$ cat src/rtl/jdg_pkg.sv
// ----------------------------------------------------------------------------
// jdg_pkg
// Shared constants, widths and tables for the Julian date to calendar date
// converter.
// ----------------------------------------------------------------------------
package jdg_pkg;

   // first day of the Gregorian calendar
   localparam int GREG_START     = 2299161;

   // (4Z - ALPHA_OFS) / ALPHA_DIV gives the century correction
   localparam int ALPHA_OFS      = 7468865;
   localparam int ALPHA_DIV      = 146097;

   // B = A + B_OFS, C = (20B - C_OFS) / C_DIV
   localparam int B_OFS          = 1524;
   localparam int C_MUL          = 20;
   localparam int C_OFS          = 2442;
   localparam int C_DIV          = 7305;

   // D = (D_MUL * C) / 4
   localparam int D_MUL          = 1461;
   localparam int D_MUL_W        = 11;

   // E = E_SCALE (B - D) / E_DIV
   localparam int E_SCALE        = 10000;
   localparam int E_DIV          = 306001;
   localparam int E_WRAP         = 14;

   // year offsets for months after / up to February
   localparam int YEAR_OFS_LATE  = 4716;
   localparam int YEAR_OFS_EARLY = 4715;
   localparam int MONTH_FEB      = 2;

   // time of day
   localparam int DAY_SECS       = 86400;
   localparam int SIXTY          = 60;

   // field and intermediate widths
   localparam int YEAR_W         = 14;
   localparam int MONTH_W        = 4;
   localparam int DOM_W          = 5;
   localparam int HOUR_W         = 5;
   localparam int MIN_W          = 6;
   localparam int SEC_OUT_W      = 6;
   localparam int SFRAC_W        = 32;
   localparam int SEC_W          = 17;   // seconds of the day, below 86400
   localparam int MT_W           = 11;   // minutes of the day, below 1440
   localparam int BD_W           = 9;    // B - D, below 490
   localparam int N3_W           = 23;   // E_SCALE * (B - D)
   localparam int E_W            = 5;
   localparam int EDAY_W         = 10;

   // floor(30.6001 * e) for every code of e
   localparam logic [EDAY_W-1:0] E_DAYS [2**E_W] = '{
      10'd0,   10'd30,  10'd61,  10'd91,  10'd122, 10'd153, 10'd183, 10'd214,
      10'd244, 10'd275, 10'd306, 10'd336, 10'd367, 10'd397, 10'd428, 10'd459,
      10'd489, 10'd520, 10'd550, 10'd581, 10'd612, 10'd642, 10'd673, 10'd703,
      10'd734, 10'd765, 10'd795, 10'd826, 10'd856, 10'd887, 10'd918, 10'd948
   };

   // width of the quotient of a num_w-bit value by a constant divisor
   function automatic int quo_width(input int num_w, input int divisor);
      return num_w - ($clog2(divisor + 1) - 1);
   endfunction

endpackage

$ cat src/rtl/jdg_cdiv.sv
// ----------------------------------------------------------------------------
// jdg_cdiv
// Two-stage divider by a constant: reciprocal multiply, then one
// multiply-back and correction step. Sideband data rides along.
// ----------------------------------------------------------------------------
module jdg_cdiv #(
   parameter int DIVISOR = 60,
   parameter int NUM_W   = 17,
   parameter int SIDE_W  = 1,
   localparam int Q_W    = jdg_pkg::quo_width(NUM_W, DIVISOR)
) (
   input  logic              clock,
   input  logic              reset,
   input  logic              valid_in,
   input  logic [NUM_W-1:0]  num_in,
   input  logic [SIDE_W-1:0] side_in,
   output logic              valid_out,
   output logic [Q_W-1:0]    quo_out,
   output logic [SIDE_W-1:0] side_out
);

   localparam longint unsigned RECIP_L = (64'd1 << NUM_W) / DIVISOR;
   localparam logic [Q_W-1:0] RECIP = Q_W'(RECIP_L);
   localparam int P_W = NUM_W + Q_W;

   logic              valid1_ff;
   logic [NUM_W-1:0]  num1_ff;
   logic [Q_W-1:0]    est1_ff;
   logic [Q_W-1:0]    est1_in;
   logic [SIDE_W-1:0] side1_ff;
   logic [P_W-1:0]    prod;

   logic              valid2_ff;
   logic [Q_W-1:0]    quo2_ff;
   logic [Q_W-1:0]    quo2_in;
   logic [SIDE_W-1:0] side2_ff;
   logic [NUM_W-1:0]  back;
   logic [NUM_W-1:0]  rem;

   // estimate, low by at most one
   always_comb begin
      prod    = P_W'(num_in) * P_W'(RECIP);
      est1_in = prod[NUM_W +: Q_W];
   end

   // multiply back and correct
   always_comb begin
      back    = NUM_W'(est1_ff) * NUM_W'(DIVISOR);
      rem     = num1_ff - back;
      quo2_in = (rem >= NUM_W'(DIVISOR)) ? est1_ff + Q_W'(1) : est1_ff;
   end

   // valid chain
   always_ff @(posedge clock) begin
      if (reset) begin
         valid1_ff <= 1'b0;
         valid2_ff <= 1'b0;
      end else begin
         valid1_ff <= valid_in;
         valid2_ff <= valid1_ff;
      end
   end

   // payload
   always_ff @(posedge clock) begin
      num1_ff  <= num_in;
      est1_ff  <= est1_in;
      side1_ff <= side_in;
      quo2_ff  <= quo2_in;
      side2_ff <= side1_ff;
   end

   assign valid_out = valid2_ff;
   assign quo_out   = quo2_ff;
   assign side_out  = side2_ff;

endmodule

$ cat src/rtl/julian_date_to_gregorian.sv
// ----------------------------------------------------------------------------
// julian_date_to_gregorian
// Converts a fixed-point Julian date to calendar date and time of day.
// ----------------------------------------------------------------------------
// Usage:
//   Input: drive req_julian_date and raise start; a transaction is taken at
//   every rising edge with start high and busy low. busy is low except while
//   reset is high, so one transaction can enter every cycle.
//   Output: each transaction gives one result, shown for one cycle with
//   rsp_strobe high. Results come out in the order the transactions went in.
//   Throughput is one transaction per cycle while reset is low. Latency is
//   set by three chained constant dividers (century correction, year, month),
//   each two stages, plus the adds and constant multiplies between them.
//   Julian calendar is used below day 2299161, Gregorian from it on.
//   Reset (synchronous) drops every transaction in flight; no result follows.
//   The receiver cannot stall; results are never held.
// ----------------------------------------------------------------------------
module julian_date_to_gregorian #(
   parameter int DAY_BITS  = 22,
   parameter int FRAC_BITS = 32
) (
   input  logic                          clock,
   input  logic                          reset,
   input  logic                          start,
   output logic                          busy,
   input  logic [DAY_BITS+FRAC_BITS-1:0] req_julian_date,
   output logic                          rsp_strobe,
   output logic signed [13:0]            rsp_year,
   output logic [3:0]                    rsp_month,
   output logic [4:0]                    rsp_day_of_month,
   output logic [4:0]                    rsp_hour,
   output logic [5:0]                    rsp_minute,
   output logic [5:0]                    rsp_second,
   output logic [31:0]                   rsp_second_fraction
);

   import jdg_pkg::*;

   localparam int F      = FRAC_BITS;
   localparam int Z_W    = DAY_BITS + 1;
   localparam int N1_W   = DAY_BITS + 3;
   localparam int A_W    = quo_width(N1_W, ALPHA_DIV);
   localparam int B_W    = DAY_BITS + 1;
   localparam int N2_W   = DAY_BITS + 5;
   localparam int C_W    = quo_width(N2_W, C_DIV);
   localparam int MTQ_W  = quo_width(SEC_W, SIXTY);
   localparam int HRQ_W  = quo_width(MT_W, SIXTY);
   localparam int EQ_W   = quo_width(N3_W, E_DIV);
   localparam int SC_W   = F + SEC_W;
   localparam int DP_W   = C_W + D_MUL_W;

   typedef struct packed {
      logic [Z_W-1:0] z;
      logic           greg;
   } alpha_side_type;

   typedef struct packed {
      logic [SEC_W-1:0] secs;
      logic [F-1:0]     subsec;
   } mt_side_type;

   typedef struct packed {
      logic [MT_W-1:0]      mt;
      logic [SEC_OUT_W-1:0] sec;
      logic [F-1:0]         subsec;
   } hr_side_type;

   typedef struct packed {
      logic [BD_W-1:0]      bd;
      logic [C_W-1:0]       c;
      logic [HOUR_W-1:0]    hour;
      logic [MIN_W-1:0]     minute;
      logic [SEC_OUT_W-1:0] sec;
      logic [F-1:0]         subsec;
   } e_side_type;

   // stage 1: split into day number and fraction from midnight
   logic           accept;
   logic [F:0]     frac_sum;
   logic           v1_ff;
   logic [Z_W-1:0] z1_ff, z1_in;
   logic [F-1:0]   frac1_ff;

   // stage 2: century numerator and seconds of the day
   logic            v2_ff;
   logic [Z_W-1:0]  z2_ff;
   logic            greg2_ff, greg2_in;
   logic [N1_W-1:0] n1_2_ff, n1_2_in;
   logic [SC_W-1:0] scaled2_ff, scaled2_in;

   // stages 3-4: alpha and minutes of the day
   alpha_side_type  a_side_in, a_side_out;
   mt_side_type     mt_side_in, mt_side_out;
   logic            v4;
   logic [A_W-1:0]  alpha4;
   logic [MTQ_W-1:0] mt4;

   // stage 5: B and whole seconds
   logic                 v5_ff;
   logic [B_W-1:0]       b5_ff, b5_in;
   logic [MT_W-1:0]      mt5_ff;
   logic [SEC_OUT_W-1:0] sec5_ff, sec5_in;
   logic [F-1:0]         subsec5_ff;
   logic [SEC_W-1:0]     mt_back;

   // stage 6: year numerator
   logic                 v6_ff;
   logic [N2_W-1:0]      n2_6_ff, n2_6_in;
   logic [B_W-1:0]       b6_ff;
   hr_side_type          hr6_ff, hr6_in;

   // stages 7-8: C and hours
   logic                 v8;
   logic [C_W-1:0]       c8;
   logic [B_W-1:0]       b8;
   logic [HRQ_W-1:0]     hour8;
   hr_side_type          hr8;

   // stage 9: B - D and minutes
   logic                 v9_ff;
   e_side_type           e9_ff, e9_in;
   logic [DP_W-1:0]      d_full;
   logic [MT_W-1:0]      hr_back;

   // stage 10: month numerator
   logic                 v10_ff;
   logic [N3_W-1:0]      n3_10_ff, n3_10_in;
   e_side_type           e10_ff;

   // stages 11-12: E
   logic                 v12;
   logic [EQ_W-1:0]      e12;
   e_side_type           e12_side;

   // stage 13: result
   logic                 strobe_ff;
   logic [YEAR_W-1:0]    year_ff, year_in;
   logic [MONTH_W-1:0]   month_ff, month_in;
   logic [DOM_W-1:0]     dom_ff, dom_in;
   logic [HOUR_W-1:0]    hour_ff;
   logic [MIN_W-1:0]     minute_ff;
   logic [SEC_OUT_W-1:0] second_ff;
   logic [SFRAC_W-1:0]   sfrac_ff, sfrac_in;
   logic [EDAY_W-1:0]    bd_ext;

   // the pipeline never stalls; hold off only during reset
   assign busy   = reset;
   assign accept = start & ~busy;

   // add half a day, carry into the day number
   always_comb begin
      frac_sum = {1'b0, req_julian_date[F-1:0]} + ((F+1)'(1) << (F - 1));
      z1_in    = Z_W'(req_julian_date[F +: DAY_BITS]) + Z_W'(frac_sum[F]);
   end

   // century numerator (zero before the Gregorian start) and fraction * 86400
   always_comb begin
      greg2_in   = (z1_ff >= Z_W'(GREG_START));
      n1_2_in    = greg2_in ? N1_W'({z1_ff, 2'b00}) - N1_W'(ALPHA_OFS) : '0;
      scaled2_in = SC_W'(frac1_ff) * SC_W'(DAY_SECS);
   end

   assign a_side_in  = '{z: z2_ff, greg: greg2_ff};
   assign mt_side_in = '{secs: scaled2_ff[F +: SEC_W], subsec: scaled2_ff[F-1:0]};

   jdg_cdiv #(
      .DIVISOR (ALPHA_DIV),
      .NUM_W   (N1_W),
      .SIDE_W  ($bits(alpha_side_type))
   ) u_div_alpha (
      .clock     (clock),
      .reset     (reset),
      .valid_in  (v2_ff),
      .num_in    (n1_2_ff),
      .side_in   (a_side_in),
      .valid_out (v4),
      .quo_out   (alpha4),
      .side_out  (a_side_out)
   );

   jdg_cdiv #(
      .DIVISOR (SIXTY),
      .NUM_W   (SEC_W),
      .SIDE_W  ($bits(mt_side_type))
   ) u_div_min (
      .clock     (clock),
      .reset     (reset),
      .valid_in  (v2_ff),
      .num_in    (mt_side_in.secs),
      .side_in   (mt_side_in),
      .valid_out (),
      .quo_out   (mt4),
      .side_out  (mt_side_out)
   );

   // B = Z + 1524, plus 1 + alpha - alpha/4 in the Gregorian range
   always_comb begin
      b5_in   = B_W'(a_side_out.z) + B_W'(B_OFS) + B_W'(a_side_out.greg)
              + B_W'(alpha4) - B_W'(alpha4 >> 2);
      mt_back = SEC_W'(mt4) * SEC_W'(SIXTY);
      sec5_in = SEC_OUT_W'(mt_side_out.secs - mt_back);
   end

   // year numerator 20B - 2442
   always_comb begin
      n2_6_in = N2_W'(b5_ff) * N2_W'(C_MUL) - N2_W'(C_OFS);
      hr6_in  = '{mt: mt5_ff, sec: sec5_ff, subsec: subsec5_ff};
   end

   jdg_cdiv #(
      .DIVISOR (C_DIV),
      .NUM_W   (N2_W),
      .SIDE_W  (B_W)
   ) u_div_year (
      .clock     (clock),
      .reset     (reset),
      .valid_in  (v6_ff),
      .num_in    (n2_6_ff),
      .side_in   (b6_ff),
      .valid_out (v8),
      .quo_out   (c8),
      .side_out  (b8)
   );

   jdg_cdiv #(
      .DIVISOR (SIXTY),
      .NUM_W   (MT_W),
      .SIDE_W  ($bits(hr_side_type))
   ) u_div_hour (
      .clock     (clock),
      .reset     (reset),
      .valid_in  (v6_ff),
      .num_in    (hr6_ff.mt),
      .side_in   (hr6_ff),
      .valid_out (),
      .quo_out   (hour8),
      .side_out  (hr8)
   );

   // D = 1461 C / 4, days left in the year, minute of the hour
   always_comb begin
      d_full          = DP_W'(c8) * DP_W'(D_MUL);
      hr_back         = MT_W'(hour8) * MT_W'(SIXTY);
      e9_in.bd        = BD_W'(b8) - d_full[BD_W+1:2];
      e9_in.c         = c8;
      e9_in.hour      = HOUR_W'(hour8);
      e9_in.minute    = MIN_W'(hr8.mt - hr_back);
      e9_in.sec       = hr8.sec;
      e9_in.subsec    = hr8.subsec;
   end

   // month numerator 10000 (B - D)
   assign n3_10_in = N3_W'(e9_ff.bd) * N3_W'(E_SCALE);

   jdg_cdiv #(
      .DIVISOR (E_DIV),
      .NUM_W   (N3_W),
      .SIDE_W  ($bits(e_side_type))
   ) u_div_month (
      .clock     (clock),
      .reset     (reset),
      .valid_in  (v10_ff),
      .num_in    (n3_10_ff),
      .side_in   (e10_ff),
      .valid_out (v12),
      .quo_out   (e12),
      .side_out  (e12_side)
   );

   // day, month and year from E
   always_comb begin
      bd_ext   = EDAY_W'(e12_side.bd);
      dom_in   = DOM_W'(bd_ext - E_DAYS[E_W'(e12)]);
      month_in = (e12 < EQ_W'(E_WRAP)) ? MONTH_W'(e12 - EQ_W'(1))
                                       : MONTH_W'(e12 - EQ_W'(E_WRAP - 1));
      year_in  = (month_in > MONTH_W'(MONTH_FEB))
               ? YEAR_W'(e12_side.c) - YEAR_W'(YEAR_OFS_LATE)
               : YEAR_W'(e12_side.c) - YEAR_W'(YEAR_OFS_EARLY);
   end

   // sub-second fraction scaled to 32 bits
   generate
      if (F >= SFRAC_W) begin : g_frac_trunc
         assign sfrac_in = e12_side.subsec[F-1 -: SFRAC_W];
      end else begin : g_frac_pad
         assign sfrac_in = {e12_side.subsec, {(SFRAC_W-F){1'b0}}};
      end
   endgenerate

   // valid chain
   always_ff @(posedge clock) begin
      if (reset) begin
         v1_ff     <= 1'b0;
         v2_ff     <= 1'b0;
         v5_ff     <= 1'b0;
         v6_ff     <= 1'b0;
         v9_ff     <= 1'b0;
         v10_ff    <= 1'b0;
         strobe_ff <= 1'b0;
      end else begin
         v1_ff     <= accept;
         v2_ff     <= v1_ff;
         v5_ff     <= v4;
         v6_ff     <= v5_ff;
         v9_ff     <= v8;
         v10_ff    <= v9_ff;
         strobe_ff <= v12;
      end
   end

   // payload
   always_ff @(posedge clock) begin
      z1_ff      <= z1_in;
      frac1_ff   <= frac_sum[F-1:0];
      z2_ff      <= z1_ff;
      greg2_ff   <= greg2_in;
      n1_2_ff    <= n1_2_in;
      scaled2_ff <= scaled2_in;
      b5_ff      <= b5_in;
      mt5_ff     <= MT_W'(mt4);
      sec5_ff    <= sec5_in;
      subsec5_ff <= mt_side_out.subsec;
      n2_6_ff    <= n2_6_in;
      b6_ff      <= b5_ff;
      hr6_ff     <= hr6_in;
      e9_ff      <= e9_in;
      n3_10_ff   <= n3_10_in;
      e10_ff     <= e9_ff;
      year_ff    <= year_in;
      month_ff   <= month_in;
      dom_ff     <= dom_in;
      hour_ff    <= e12_side.hour;
      minute_ff  <= e12_side.minute;
      second_ff  <= e12_side.sec;
      sfrac_ff   <= sfrac_in;
   end

   assign rsp_strobe          = strobe_ff;
   assign rsp_year            = year_ff;
   assign rsp_month           = month_ff;
   assign rsp_day_of_month    = dom_ff;
   assign rsp_hour            = hour_ff;
   assign rsp_minute          = minute_ff;
   assign rsp_second          = second_ff;
   assign rsp_second_fraction = sfrac_ff;

endmodule

$ cat config.mk
export PLATFORM = sky130hd
export DESIGN_NAME = julian_date_to_gregorian
export DESIGN_NICKNAME = d
export VERILOG_FILES = /design/src/rtl/jdg_pkg.sv /design/src/rtl/jdg_cdiv.sv /design/src/rtl/julian_date_to_gregorian.sv
export SDC_FILE = /design/constraint.sdc
export NUM_CORES = 2
export LEC_CHECK = 0
export BUFFER_PORTS_ARGS = -buffer_cell sky130_fd_sc_hd__buf_2
export CAP_MARGIN = 20
export CELL_PAD_IN_SITES_DETAIL_PLACEMENT = 0
export CELL_PAD_IN_SITES_GLOBAL_PLACEMENT = 2
export CORE_MARGIN = 2
export CORE_UTILIZATION = 30
export DETAILED_ROUTE_END_ITERATION = 6
export GPL_ROUTABILITY_DRIVEN = 0
export MAX_ROUTING_LAYER = met4
export PLACE_DENSITY_LB_ADDON = 0.1
export SYNTH_ARGS = -nofsm -noshare
export SYNTH_HDL_FRONTEND = slang
export SYNTH_SLANG_ARGS = --single-unit
$ cat constraint.sdc
create_clock -name clock -period 11.8 [get_ports clock]
set_clock_uncertainty 0.2 [all_clocks]
set_input_delay 0.59 -clock clock [delete_from_list [all_inputs] [get_ports clock]]
set_output_delay 0.59 -clock clock [all_outputs]
set_load 0.01 [all_outputs]
==> results.cfg <==
[die]
num_rows = 161
io_pins = 131
die_h_um = 443.8
die_w_um = 443.8
fp.coreArea_mm2 = 0.1924
die-area_mm2 = 0.1970
start_util_pct = 30.17

[timing]
finalSetupViolations = 0
fmax_mhz = 136.4
hold_viol = 0
worst_pin_slew_ns = 0.9728
fin_crit_ns = 7.331
setup_tns_ns = 0
rsz0062_at_grt = no
final_max_slew_viol_count = 0
maxSlewHeadroom_pct = 34.46
post-route-period-util_pct = 62.12

[synth]
synth_top_family_by_area = adder cells
synth-main-ff-cell = dfxtp_1
synth_fa_ha_area_share_pct = 39.11
syn_inst = 5299
ys_ff_latch = 998
avgSynthCellArea_um2 = 10.95
synth-edff-count = 0
synth_compound_area_share_pct = 7.794
yosysSeqAreaShare_pct = 34.43
synth_area_mm2 = 0.05803
synth-xor-area-share_pct = 5.416
synthMuxAreaShare_pct = 0.3342
synthArstFlopShare_pct = 0
yosysWarnings = 0
synth.distinct_cells = 89
synth-simple-area-share_pct = 6.054

[global_route]
grt-ovfl-total = 0
track_usage_pct = 12.76
grt_pass1_vias = 37130
grt_pass1_wl_um = 196700
grt_start_max_net_pins = 24
antenna_found_initial = 13

[clock_network]
h-tree-depth = 3
cts_resized = 0
cts_made_buffers = 115
insertion_delay_ns = 0.77
clk_path_buf_depth = 3
cts.clk_slew.worst_paths_ns = 0.06
cts-root-buf = clkbuf_16
clkSinkCount = 998
cts_tree = yes

[worst_setup_path]
critical_path_class = flop to flop
cp.arrival_ns = 7.72
setup.worst_path.start_class = flop
cp-end-kind = flop
cp.required_ns = 12.18
worstPathMaxFanout = 10

[routing]
num_vias = 34630
route.detailed.drc = 0
wire_per_inst_um = 14.46
drtIter0Drc = 848
viasPerCell = 4.216
finalWirelength_um = 118800
drtPass1Iterations = 4
ant_nets = 0

[min_path]
min_path_type = flop to flop

[run]
max_cap_violations = 0

[cells_and_area]
area_growth_syn_to_layout_pct = 14.43
fin_nets = 7142
drive_above_1_share_pct = 6.640
final_util_pct = 34.52
layoutNonFillerInstCount = 8214

[status]
status = completed

[place]
port_buffers = 123
post-dp-hpwl_um = 96780
dp_cells = 7921
## flip-flops by register name, indices dropped and copies added (netlist names), 25 cells and up
signal                flops
u_div_min.side1_ff       25
frac1_ff                 32
mt_side_in               42
e10_ff                   61
n2_6_ff                  25
hr6_ff                   42
e9_ff                    65
u_div_hour.side_out      37
u_div_month.side1_ff     57
u_div_month.side_out     61
subsec5_ff               25
rsp_second_fraction      25
u_div_year.num1_ff       25
u_div_hour.side1_ff      31
u_div_min.side_out       31
## synthesized netlist by cell type (all sizes together), types with 13 or more instances
cell type | number | area [um^2]
inv | 1014 | 3806
dfxtp | 998 | 19980
ha | 998 | 12490
fa | 510 | 10210
xnor2 | 241 | 2111
a21oi | 180 | 900.9
nor2 | 168 | 630.6
nand2 | 131 | 491.7
xor2 | 117 | 1032
o21ai | 114 | 574.3
a21o | 103 | 773.2
nand3 | 81 | 405.4
nor3 | 65 | 340.3
nor2b | 45 | 281.5
o21a | 41 | 307.8
nand4 | 35 | 219.0
nand2b | 33 | 206.5
and3 | 32 | 200.2
o21bai | 31 | 232.7
a31oi | 30 | 209.0
a211oi | 27 | 202.7
clkbuf | 23 | 87.58
o211ai | 23 | 172.7
or3 | 18 | 112.6
a21boi | 17 | 127.6
nor3b | 15 | 122.6
or2 | 14 | 87.58
and2 | 13 | 81.33
## what timing repair did
action,CTS,global route
buffers inserted,0,0
endpoints found under the hold margin,68,0
hold buffers,65,0
## kinds of logic after synthesis
family | Yosys count
compound gates | 678
xor+xnor | 358
fa+ha+maj | 1508
buf+inv | 1049
flops | 998
mux | 16
other cells | 1
simple gates | 691
## routing by layer
metal	part of all wire (%)	global-route usage (%)	routed length, um
met2	45	20.33	53560
met5	0	-	0
met1	50	16.84	59070
met4	2.3	3.158	2702
met3	2.9	2.112	3446
## final cells by class
class | count | area (um^2)
antenna | 10 | 25.02
inverter | 1014 | 3806
sequential | 998 | 19980
tap | 2526 | 3161
multi-input combinational | 3258 | 34100
clock buffer | 147 | 3168
clock inverter | 71 | 884.6
fill | 19460 | 126000
timing repair buffer | 190 | 1281
## through the flow
stage | setup WS (ns) | hold slack (ns) | instance area [um^2]
CTS | 4.424 | 0.06589 | 66380
global route | 4.072 | 0.07275 | 66410
finish | 4.469 | 0.07448 | 66410
floorplan | 5.224 | 0.1096 | 58050
global placement | 4.509 | 0.1096 | 61680
detailed placement | 4.449 | 0.1121 | 61680
## final timing paths
path | start | to | slack [ns] | depth (start not counted)
max reg2reg | u_div_year.est1_ff[3]$_DFF_P_ | u_div_year.quo_out[12]$_DFF_P_ | 4.47 | 21
max | u_div_year.est1_ff[3]$_DFF_P_ | u_div_year.quo_out[12]$_DFF_P_ | 4.47 | 21
min | z2_ff[12]$_DFF_P_ | u_div_alpha.side1_ff[13]$_DFF_P_ | 0.07 | 0
min reg2reg | z2_ff[12]$_DFF_P_ | u_div_alpha.side1_ff[13]$_DFF_P_ | 0.07 | 0
## worst max-delay path, cell delays in order, from the launching register on
cell and delay, ns:
dfxtp_1 0.59, inv_1 0.26, fa_1 0.51, fa_1 0.54
inv_1 0.04, ha_1 0.31, fa_1 0.51, fa_1 0.51
fa_1 0.52, inv_1 0.04, ha_1 0.42, o21ai_0 0.13
a21oi_1 0.09, a211oi_1 0.59, nor3_1 0.13, nor4b_1 0.34
o2111ai_1 0.19, nor3_2 0.22, o2111ai_1 0.15, o41ai_1 0.62
nor4b_1 0.14, xnor2_1 0.16
## placed cells by master, fill, tap and decap left out, types with 103 or more instances in the layout
master	count
nor2_1	168
inv_1	1014
xnor2_1	241
xor2_1	116
ha_1	998
dfxtp_1	998
o21ai_0	109
a21oi_1	180
clkbuf_16	115
buf_2	123
nand2_1	131
fa_1	510
a21o_1	103
Power is not shown: default switching activity piles up to over one toggle a cycle in this logic, so the estimate is an artifact.
